[config.mk]
export PLATFORM = sky130hd
export DESIGN_NAME = krt_ctrl
export DESIGN_NICKNAME = d
export VERILOG_FILES = /design/src/rtl/core/krt_pkg.sv /design/src/rtl/core/krt_ctrl.sv
export SDC_FILE = /design/constraint.sdc
export NUM_CORES = 1
export LEC_CHECK = 0
export ABC_AREA = 0
export BUFFER_PORTS_ARGS = -buffer_cell sky130_fd_sc_hd__buf_2
export CAP_MARGIN = 40
export CORE_AREA = 2 2 39 41
export CTS_CLUSTER_DIAMETER = 150
export DETAILED_ROUTE_END_ITERATION = 12
export DIE_AREA = 0 0 41 43
export SLEW_MARGIN = 40
export SYNTH_ARGS = -nofsm -noshare
export SYNTH_HDL_FRONTEND = slang
export SYNTH_SLANG_ARGS = --single-unit
[constraint.sdc]
create_clock -name aclk -period 4.4 [get_ports aclk]
set_input_delay 0.66 -clock aclk [delete_from_list [all_inputs] [get_ports aclk]]
set_output_delay 0.66 -clock aclk [all_outputs]
set_load 0.01 [all_outputs]
[src/rtl/core/krt_pkg.sv]
// Shared types and constants for the keyed record table.
// Holds request and mark codes, the slot record layout and the controller
// to datapath command and status types. No dependencies.
`timescale 1ns / 1ps

package krt_pkg;

    localparam int KRT_SLOTS = 1024;

    // field widths of the item channels
    localparam int REQ_W      = 3;
    localparam int ID_W       = 16;
    localparam int CAT_W      = 8;
    localparam int STATUS_W   = 2;
    localparam int SLOT_OUT_W = 10;
    localparam int CNT_OUT_W  = 11;
    localparam int S_DATA_W   = 48;
    localparam int M_DATA_W   = 64;

    // request codes
    localparam logic [REQ_W-1:0] REQ_CLEAR  = 3'd0;
    localparam logic [REQ_W-1:0] REQ_INSERT = 3'd1;
    localparam logic [REQ_W-1:0] REQ_FIND   = 3'd2;
    localparam logic [REQ_W-1:0] REQ_DELETE = 3'd3;
    localparam logic [REQ_W-1:0] REQ_COUNT  = 3'd4;
    localparam logic [REQ_W-1:0] REQ_SORT   = 3'd5;

    // result status codes
    localparam logic [STATUS_W-1:0] ST_OK   = 2'd0;
    localparam logic [STATUS_W-1:0] ST_NONE = 2'd1;
    localparam logic [STATUS_W-1:0] ST_FULL = 2'd2;

    // slot marks
    localparam logic [1:0] MARK_FREE = 2'd0;
    localparam logic [1:0] MARK_USED = 2'd1;
    localparam logic [1:0] MARK_DEL  = 2'd2;

    typedef struct packed {
        logic [1:0]       mark;
        logic [ID_W-1:0]  id;
        logic [ID_W-1:0]  owner;
        logic [CAT_W-1:0] cat;
        logic             paused;
    } rec_t;

    typedef enum logic [3:0] {
        S_INIT,
        S_IDLE,
        S_RD,
        S_EX,
        S_SRD0,
        S_SEX0,
        S_SRD,
        S_SEX,
        S_SFL,
        S_DONE
    } state_t;

    typedef enum logic [3:0] {
        CMD_NONE,
        CMD_ACCEPT,
        CMD_INIT_WR,
        CMD_READ,
        CMD_EXEC,
        CMD_SORT_LOAD,
        CMD_SORT_EXEC,
        CMD_SORT_FLUSH,
        CMD_RESULT
    } cmd_t;

    typedef struct packed {
        logic last;          // slot counter on the last slot
        logic hit;           // scan can stop: free slot or id match
        logic swapped;       // current sort pass moved something
        logic out_free;      // output register can take a result
        logic in_sort;       // offered item is a sort
        logic in_quick;      // offered item needs no scan
        logic next_id_zero;  // id counter exhausted
    } dp_status_t;

endpackage

[src/rtl/core/krt_ctrl.sv]
// Sequencer for the keyed record table.
// Steps the slot scans, sort passes and reset fill. Uses krt_pkg.
`timescale 1ns / 1ps

module krt_ctrl import krt_pkg::*; (
    input  logic       aclk,
    input  logic       aresetn,
    input  logic       s_tvalid,
    output logic       s_tready,
    input  dp_status_t st,
    output cmd_t       cmd
);

    state_t state_reg, state_next;

    always_ff @(posedge aclk) begin
        if (!aresetn) begin
            state_reg <= S_INIT;
        end else begin
            state_reg <= state_next;
        end
    end

    always_comb begin
        state_next = state_reg;
        cmd        = CMD_NONE;
        s_tready   = 1'b0;
        unique case (state_reg)
            S_INIT: begin
                cmd = CMD_INIT_WR;
                if (st.last) state_next = S_IDLE;
            end
            S_IDLE: begin
                s_tready = 1'b1;
                if (s_tvalid) begin
                    cmd = CMD_ACCEPT;
                    if (st.in_quick)     state_next = S_DONE;
                    else if (st.in_sort) state_next = S_SRD0;
                    else                 state_next = S_RD;
                end
            end
            S_RD: begin
                cmd        = CMD_READ;
                state_next = S_EX;
            end
            S_EX: begin
                cmd = CMD_EXEC;
                if (st.hit || st.last) state_next = S_DONE;
                else                   state_next = S_RD;
            end
            S_SRD0: begin
                cmd        = CMD_READ;
                state_next = S_SEX0;
            end
            S_SEX0: begin
                cmd        = CMD_SORT_LOAD;
                state_next = S_SRD;
            end
            S_SRD: begin
                cmd        = CMD_READ;
                state_next = S_SEX;
            end
            S_SEX: begin
                cmd = CMD_SORT_EXEC;
                if (st.last) state_next = S_SFL;
                else         state_next = S_SRD;
            end
            S_SFL: begin
                cmd = CMD_SORT_FLUSH;
                if (st.swapped) state_next = S_SRD0;
                else            state_next = S_DONE;
            end
            S_DONE: begin
                if (st.out_free) begin
                    cmd        = CMD_RESULT;
                    state_next = S_IDLE;
                end
            end
            default: state_next = S_INIT;
        endcase
    end

endmodule

* Word level (Yosys, flattened, before mapping)
Index checks and enable logic that the tools add are counted.
** Word-level totals
- Register bits :: 4
- Input port bits :: 10
** Operators by class
- Equal/unequal tests :: 12
- Muxes and demuxes :: 13
- Reduce and logical (&&, ||, !) cells :: 4
** Operators with widths (number)
- $pmux 4 s10 :: 1
- $mux 4 :: 8
- $pmux 4 s8 :: 1
- $eq 4x3->1 const B :: 4
- $eq 4x2->1 const B :: 2
- $eq 4x4->1 const B :: 2
- $ne 2x2->1 const B :: 3
- $eq 4x1->1 const B :: 1
- $logic_not 4->1 :: 1
- $mux 3 :: 1
- $reduce_and 3->1 :: 1
- $reduce_or 3->1 :: 1
- $mux 1 :: 2
- $logic_or 1x1->1 :: 1

* Logic depth before layout (Yosys ltp)
Gate-level depths: netlist (run 1).
- Depth after elaboration :: 4
- Gate-level depth with buffers :: 6
- Mapped depth without buffers :: 4

* Least setup slack after synthesis (run 1)
OpenSTA, ideal clock, no wires.
- Kind :: reg2out
- Start point :: register state_reg[0]
- End point :: output cmd[0]
- Data arrival time :: 1136 ps
- Required time :: 3740 ps
- Slack :: 2604 ps
- Stages on the path, launching flop included :: 5
- Buffers on the path :: 2
- Cells stage by stage :: dfxtp_1 > buf_4 > clkbuf_1 > a21oi_1 > o32ai_1
** Between the ends
- Longest elaborated chain between the ends :: 3
- Elaborated cells between the ends (all ways) :: 12
- Those cells by class :: 9 x eq/ne; 1 x mux; 2 x reduce/logical
** Ends and longest elaborated chain
- start, declared :: RTL line krt_ctrl.sv:14 : state_t state_reg, state_next;
- start signal, assigned :: RTL line krt_ctrl.sv:20 : state_reg <= state_next;
- $eq 4x3->1 / $eq 4x2->1 (equally long branches) :: RTL line krt_ctrl.sv:28 : unique case (state_reg)
- $reduce_or 3->1 (no source line)
- $pmux 4 s8 * :: RTL line krt_ctrl.sv:28
- end, declared :: RTL line krt_ctrl.sv:11 : output cmd_t cmd
Mark *: on every way between the ends. The rest lies on a longest branch, timed or not.

* Worst setup path in the final report (run 1)
- Start point :: register state_reg[0]
- End point :: output cmd[3]
The elaborated chain is that of the path after synthesis.

==> results.toml, run 1 <==
[outcome]
status = "completed"

[floorplanning]
start_util_pct = 29.9
fp-row-count = 14
die_height_um = 43
ioPinCount = 15
die-area_mm2 = 0.00176
coreArea_mm2 = 0.00138
die_w_um = 41

[sta]
fin_ws_ns = 2.17
slew_viol_final = 0
maxSlewHeadroom_pct = 59.9
tightest_slew_ns = 0.592
rsz0062_at_grt = "no"
period_needed_ns = 2.23
worst_clock_skew_ns = 0.00536
setup_violations = 0
clock.fmax_ghz = 0.449
timing.final.crit_share_pct = 50.6
finalHoldViolCount = 0
tns_ns = 0

[logic_synthesis]
yosysWarnings = 0
synth_seq_cells = 4
synth_area_um2 = 414
synth_top_cell_by_area = "dfxtp_1"
syn_inst = 60
syn_avg_cell_area_um2 = 6.90
syn_nets = 70
ys_seq_area_share_pct = 19.3
synth_area_leaders = "dfxtp_1, nand2_1, a21oi_1, nor2b_1, nor2_1"
yosys.area.top_type_share_pct = 19.3
synthDistinctLibCells = 30

[critical_path]
path_class = "reg2out"
crit_path_end_kind = "output pin"
cp_data_required_time_ns = 3.74
crit_fanout = 18
reg2reg_to = "state_reg[2]"
critPathArrivalTime_ns = 1.57
endpoint = "cmd[3]"
rrSetupSlack_ns = 2.55
r2r_start = "state_reg[0]"
setup.worst_path.start = "state_reg[0]"
start_kind = "flop"
reg2reg_depth = 4

[finish]
num_antenna_cells = 0
layout_commonest_cell = "buf_2"
nNetsFinal = 82
area_delta_synth_final_pct = 17.5
largest_reg_flops = 4
final_util_pct = 35.2
final_cell_mix = "buf_2, nand2_1, nor2_1, a21oi_1"
layout-drive-gt1-share_pct = 25.7

[clock_network]
postCtsSetupBuffers = 0
cts_tree = "built"
clkLatencyLatePin_ns = 0.23
cts_root_buf = "clkbuf_4"
htreeDepth = 1
cts_made_buffers = 3
clockBufferDepth = 2
cts-hold-fix-buffers = 0
clk_pin_slew_ns = 0.04
clock_sinks = 4
cts_resized = 0

[placement]
port_buffers = 13
gp_congestion = 0.716
pre_cts_slack_ns = 2.43

[drt]
firstDrtPassIters = 4
drt_iter0_markers = 6
drc = 0
post_drt_wl_per_cell_um = 11.4
ant_nets = 0
vias = 442
drt-vias-per-instance = 5.14
wl_um = 981

[worst_hold_path]
hold_path.class = "reg2reg"

[power_and_ir_drop]
p_per_area_mw_per_mm2 = 458
p_leak_nw = 0.203
peakVddDrop_v = 0.000161
power.total_w = 0.000223

[job]
cap_violations = 0

[grt]
grt_pass1_vias = 396
grt.total_usage_pct = 12.1
grt_max_degree = 20
overflow = 0
antenna_found_initial = 0
grt_pass1_wl_mm = 1.52
synth_stat cells:
cell type and count:
a21oi_1 5, a21oi_2 1, a21o_1 2, nor2_1 5, o22ai_1 2, o32a_1 1, o211a_1 1, buf_6 1
or3_1 1, buf_4 1, nor4bb_1 1, o311ai_1 1, buf_2 1, a31oi_1 2, dfxtp_1 4, clkbuf_1 3
inv_1 2, or3b_1 1, nand2b_1 2, nor2b_1 4, o21ai_1 2, nor4_1 1, nand3_1 2, nand3b_1 2
o22a_1 1, or3b_4 1, o21ai_0 1, or2_1 1, o32ai_1 1, nand2_1 7
report_power, final:
group          total [W]  internal [W]  switching [W]  leakage, nW
Sequential     0.0000717     0.0000438      0.0000279       0.0326
Combinational   0.000106     0.0000552      0.0000510        0.156
Clock          0.0000450     0.0000305      0.0000145       0.0138
worst min path at each step:
| stage | slack, ns | startpoint | depth (start not counted) | to |
|---|---|---|---|---|
| floorplan | 0.64 | state_reg[2] | 4 | state_reg[3] |
| global placement | 0.67 | state_reg[1] | 3 | state_reg[2] |
| detailed placement | 0.66 | state_reg[1] | 3 | state_reg[2] |
| CTS | 0.67 | state_reg[1] | 3 | state_reg[2] |
| global route | 0.71 | state_reg[1] | 3 | state_reg[2] |
| finish | 0.68 | state_reg[1] | 3 | state_reg[2] |
per-stage QoR:
step                      std cells  instance area, µm²  hold WS, ns
after floorplan                  60                 414        0.635
after global placement           83                 464        0.666
after detailed placement         83                 464        0.665
after CTS                        86                 487        0.672
after global routing             86                 487        0.708
final                            86                 487        0.678
final cells by class:
class / instances / area [µm²]
fillers: 153 / 897
flip-flops and latches: 4 / 80.1
well taps: 16 / 20.0
inverters: 2 / 7.51
clock buffers: 3 / 22.5
multi-input cells: 48 / 292
repair buffers: 13 / 65.1
cell families after synthesis:
kind of cell           Yosys count  share of synthesized area (%)
flip-flops                       4                           19.3
AND/OR/NAND/NOR                 28                           37.8
AO/OA/AOI/OAI                   20                           32.6
buffers and inverters            8                           10.3
worst max-delay path: stages, from the launching register on:
cell,delay (ns)
dfxtp_1,0.64
or3b_4,0.46
nor2_1,0.10
buf_2,0.13
routing by layer:
metal  wire length [µm]  GRT usage [%]  share of wire (%)
met1                488           17.1                 50
met4                  0           8.00                  0
met5                  0              0                  0
met2                463           17.2                 47
met3                 29              0                3.0
Note: power is estimated with default switching activity, not from simulation.
==> run 2: changes to the inputs <==
- clock period: 4.4 -> 2.2 ns (I/O delays scaled with it)
==> run 2 against run 1 <==
Compared with the run above:
- clock power up 98%
- register-to-register slack got worse by 1.9 ns
- largest power group unchanged
- setup slack worse by 1.8 ns
- critical endpoint is now cmd[0]
==> results.toml, run 2 (synthesis gave the netlist of run 1 again) <==
[floorplanning]
ioPinCount = 15
die-area_mm2 = 0.00176
start_util_pct = 29.9
fp-row-count = 14
coreArea_mm2 = 0.00138
die_height_um = 43
die_w_um = 41

[sta]
period_needed_ns = 1.80
whs_ns = 0.373
maxSlewHeadroom_pct = 60.6
tightest_slew_ns = 0.581
timing.final.crit_share_pct = 82.0
setup_violations = 0
fin_ws_ns = 0.395
clock.fmax_ghz = 0.554
finalHoldViolCount = 0
tns_ns = 0
rsz0062_at_grt = "no"
slew_viol_final = 0
worst_clock_skew_ns = 0.00115

[finish]
largest_reg_flops = 4
final_cell_mix = "buf_2, nand2_1, nor2_1, a21oi_1"
nNetsFinal = 83
final_area_um2 = 494
layout-drive-gt1-share_pct = 26.8
area_delta_synth_final_pct = 19.3
num_antenna_cells = 0
layout_commonest_cell = "buf_2"

[outcome]
status = "completed"

[clock_network]
cts-hold-fix-buffers = 0
cts_root_buf = "clkbuf_4"
clkLatencyLatePin_ns = 0.23
clockBufferDepth = 2
postCtsSetupBuffers = 0
htreeDepth = 1
clk_pin_slew_ns = 0.04
cts_made_buffers = 3
clock_sinks = 4
cts_tree = "built"
cts_resized = 0

[drt]
ant_nets = 0
drc = 0
firstDrtPassIters = 4
wl_um = 949
vias = 437
drt-vias-per-instance = 5.02
drt_iter0_markers = 10
post_drt_wl_per_cell_um = 10.9

[grt]
grt_pass1_wl_mm = 1.55
grt_pass1_vias = 391
grt.total_usage_pct = 12.3
grt_max_degree = 20
antenna_found_initial = 0
overflow = 0

[critical_path]
path_class = "reg2out"
cp_data_required_time_ns = 1.87
crit_fanout = 19
critPathArrivalTime_ns = 1.47
start_kind = "flop"
crit_path_end_kind = "output pin"

[placement]
pre_cts_slack_ns = 0.583
port_buffers = 13
placed_area_um2 = 472
gp_congestion = 0.726
dp_hpwl_um = 698

[worst_hold_path]
hold_path.class = "in2reg"

[power_and_ir_drop]
peakVddDrop_v = 0.000343
p_per_area_mw_per_mm2 = 920
p_leak_nw = 0.208

[job]
cap_violations = 0
==> run 2: layout make-up <==
type / instances / area, µm²
clock buffer: 3 / 22.5
fill: 158 / 890
inverter: 2 / 7.51
multi-input combinational: 48 / 292
sequential: 4 / 80.1
tap: 16 / 20.0
timing repair buffer: 14 / 72.6
==> run 2: routing by layer <==
layer / global-route usage, % / share of wire (%) / vias to the layer above
li1: - / - / 240
met1: 18.7 / 52 / 186
met2: 16.3 / 43 / 11
met3: 0 / 5.3 / 0
met4: 8.00 / 0 / 0
met5: 0 / 0 / -
==> run 2: power breakdown <==
part / internal, W / switching [W] / total (W)
clock: 0.0000609 / 0.0000284 / 0.0000893
sequential: 0.0000876 / 0.0000235 / 0.000111
combinational: 0.000121 / 0.000134 / 0.000254
total: 0.000269 / 0.000186 / 0.000455
==> run 2: critical path, cell delays in order (launching register included) <==
cell     delay, ns
dfxtp_1       0.65
nor2b_1       0.19
a21oi_1       0.15
o32ai_1       0.09
buf_2         0.16
==> run 2: through the flow <==
| step | power, W | utilization [%] | instances |
|---|---|---|---|
| finish | 0.000455 | 35.7 | 87 |
| global route | 0.000502 | 35.7 | 87 |
| CTS | 0.000462 | 35.7 | 87 |
| detailed placement | 0.000368 | 34.1 | 84 |
| global placement | 0.000366 | 34.1 | 84 |
| floorplan | 0.000311 | - | 60 |
==> run 2: worst paths after layout <==
kind	startpoint	endpoint	slack [ns]	cells past startpoint
setup / recovery	state_reg[3]	cmd[0]	0.40	4
hold / removal	aresetn	state_reg[3]	0.37	3
setup reg to reg	state_reg[1]	state_reg[0]	0.61	4
hold reg to reg	state_reg[1]	state_reg[2]	0.67	3
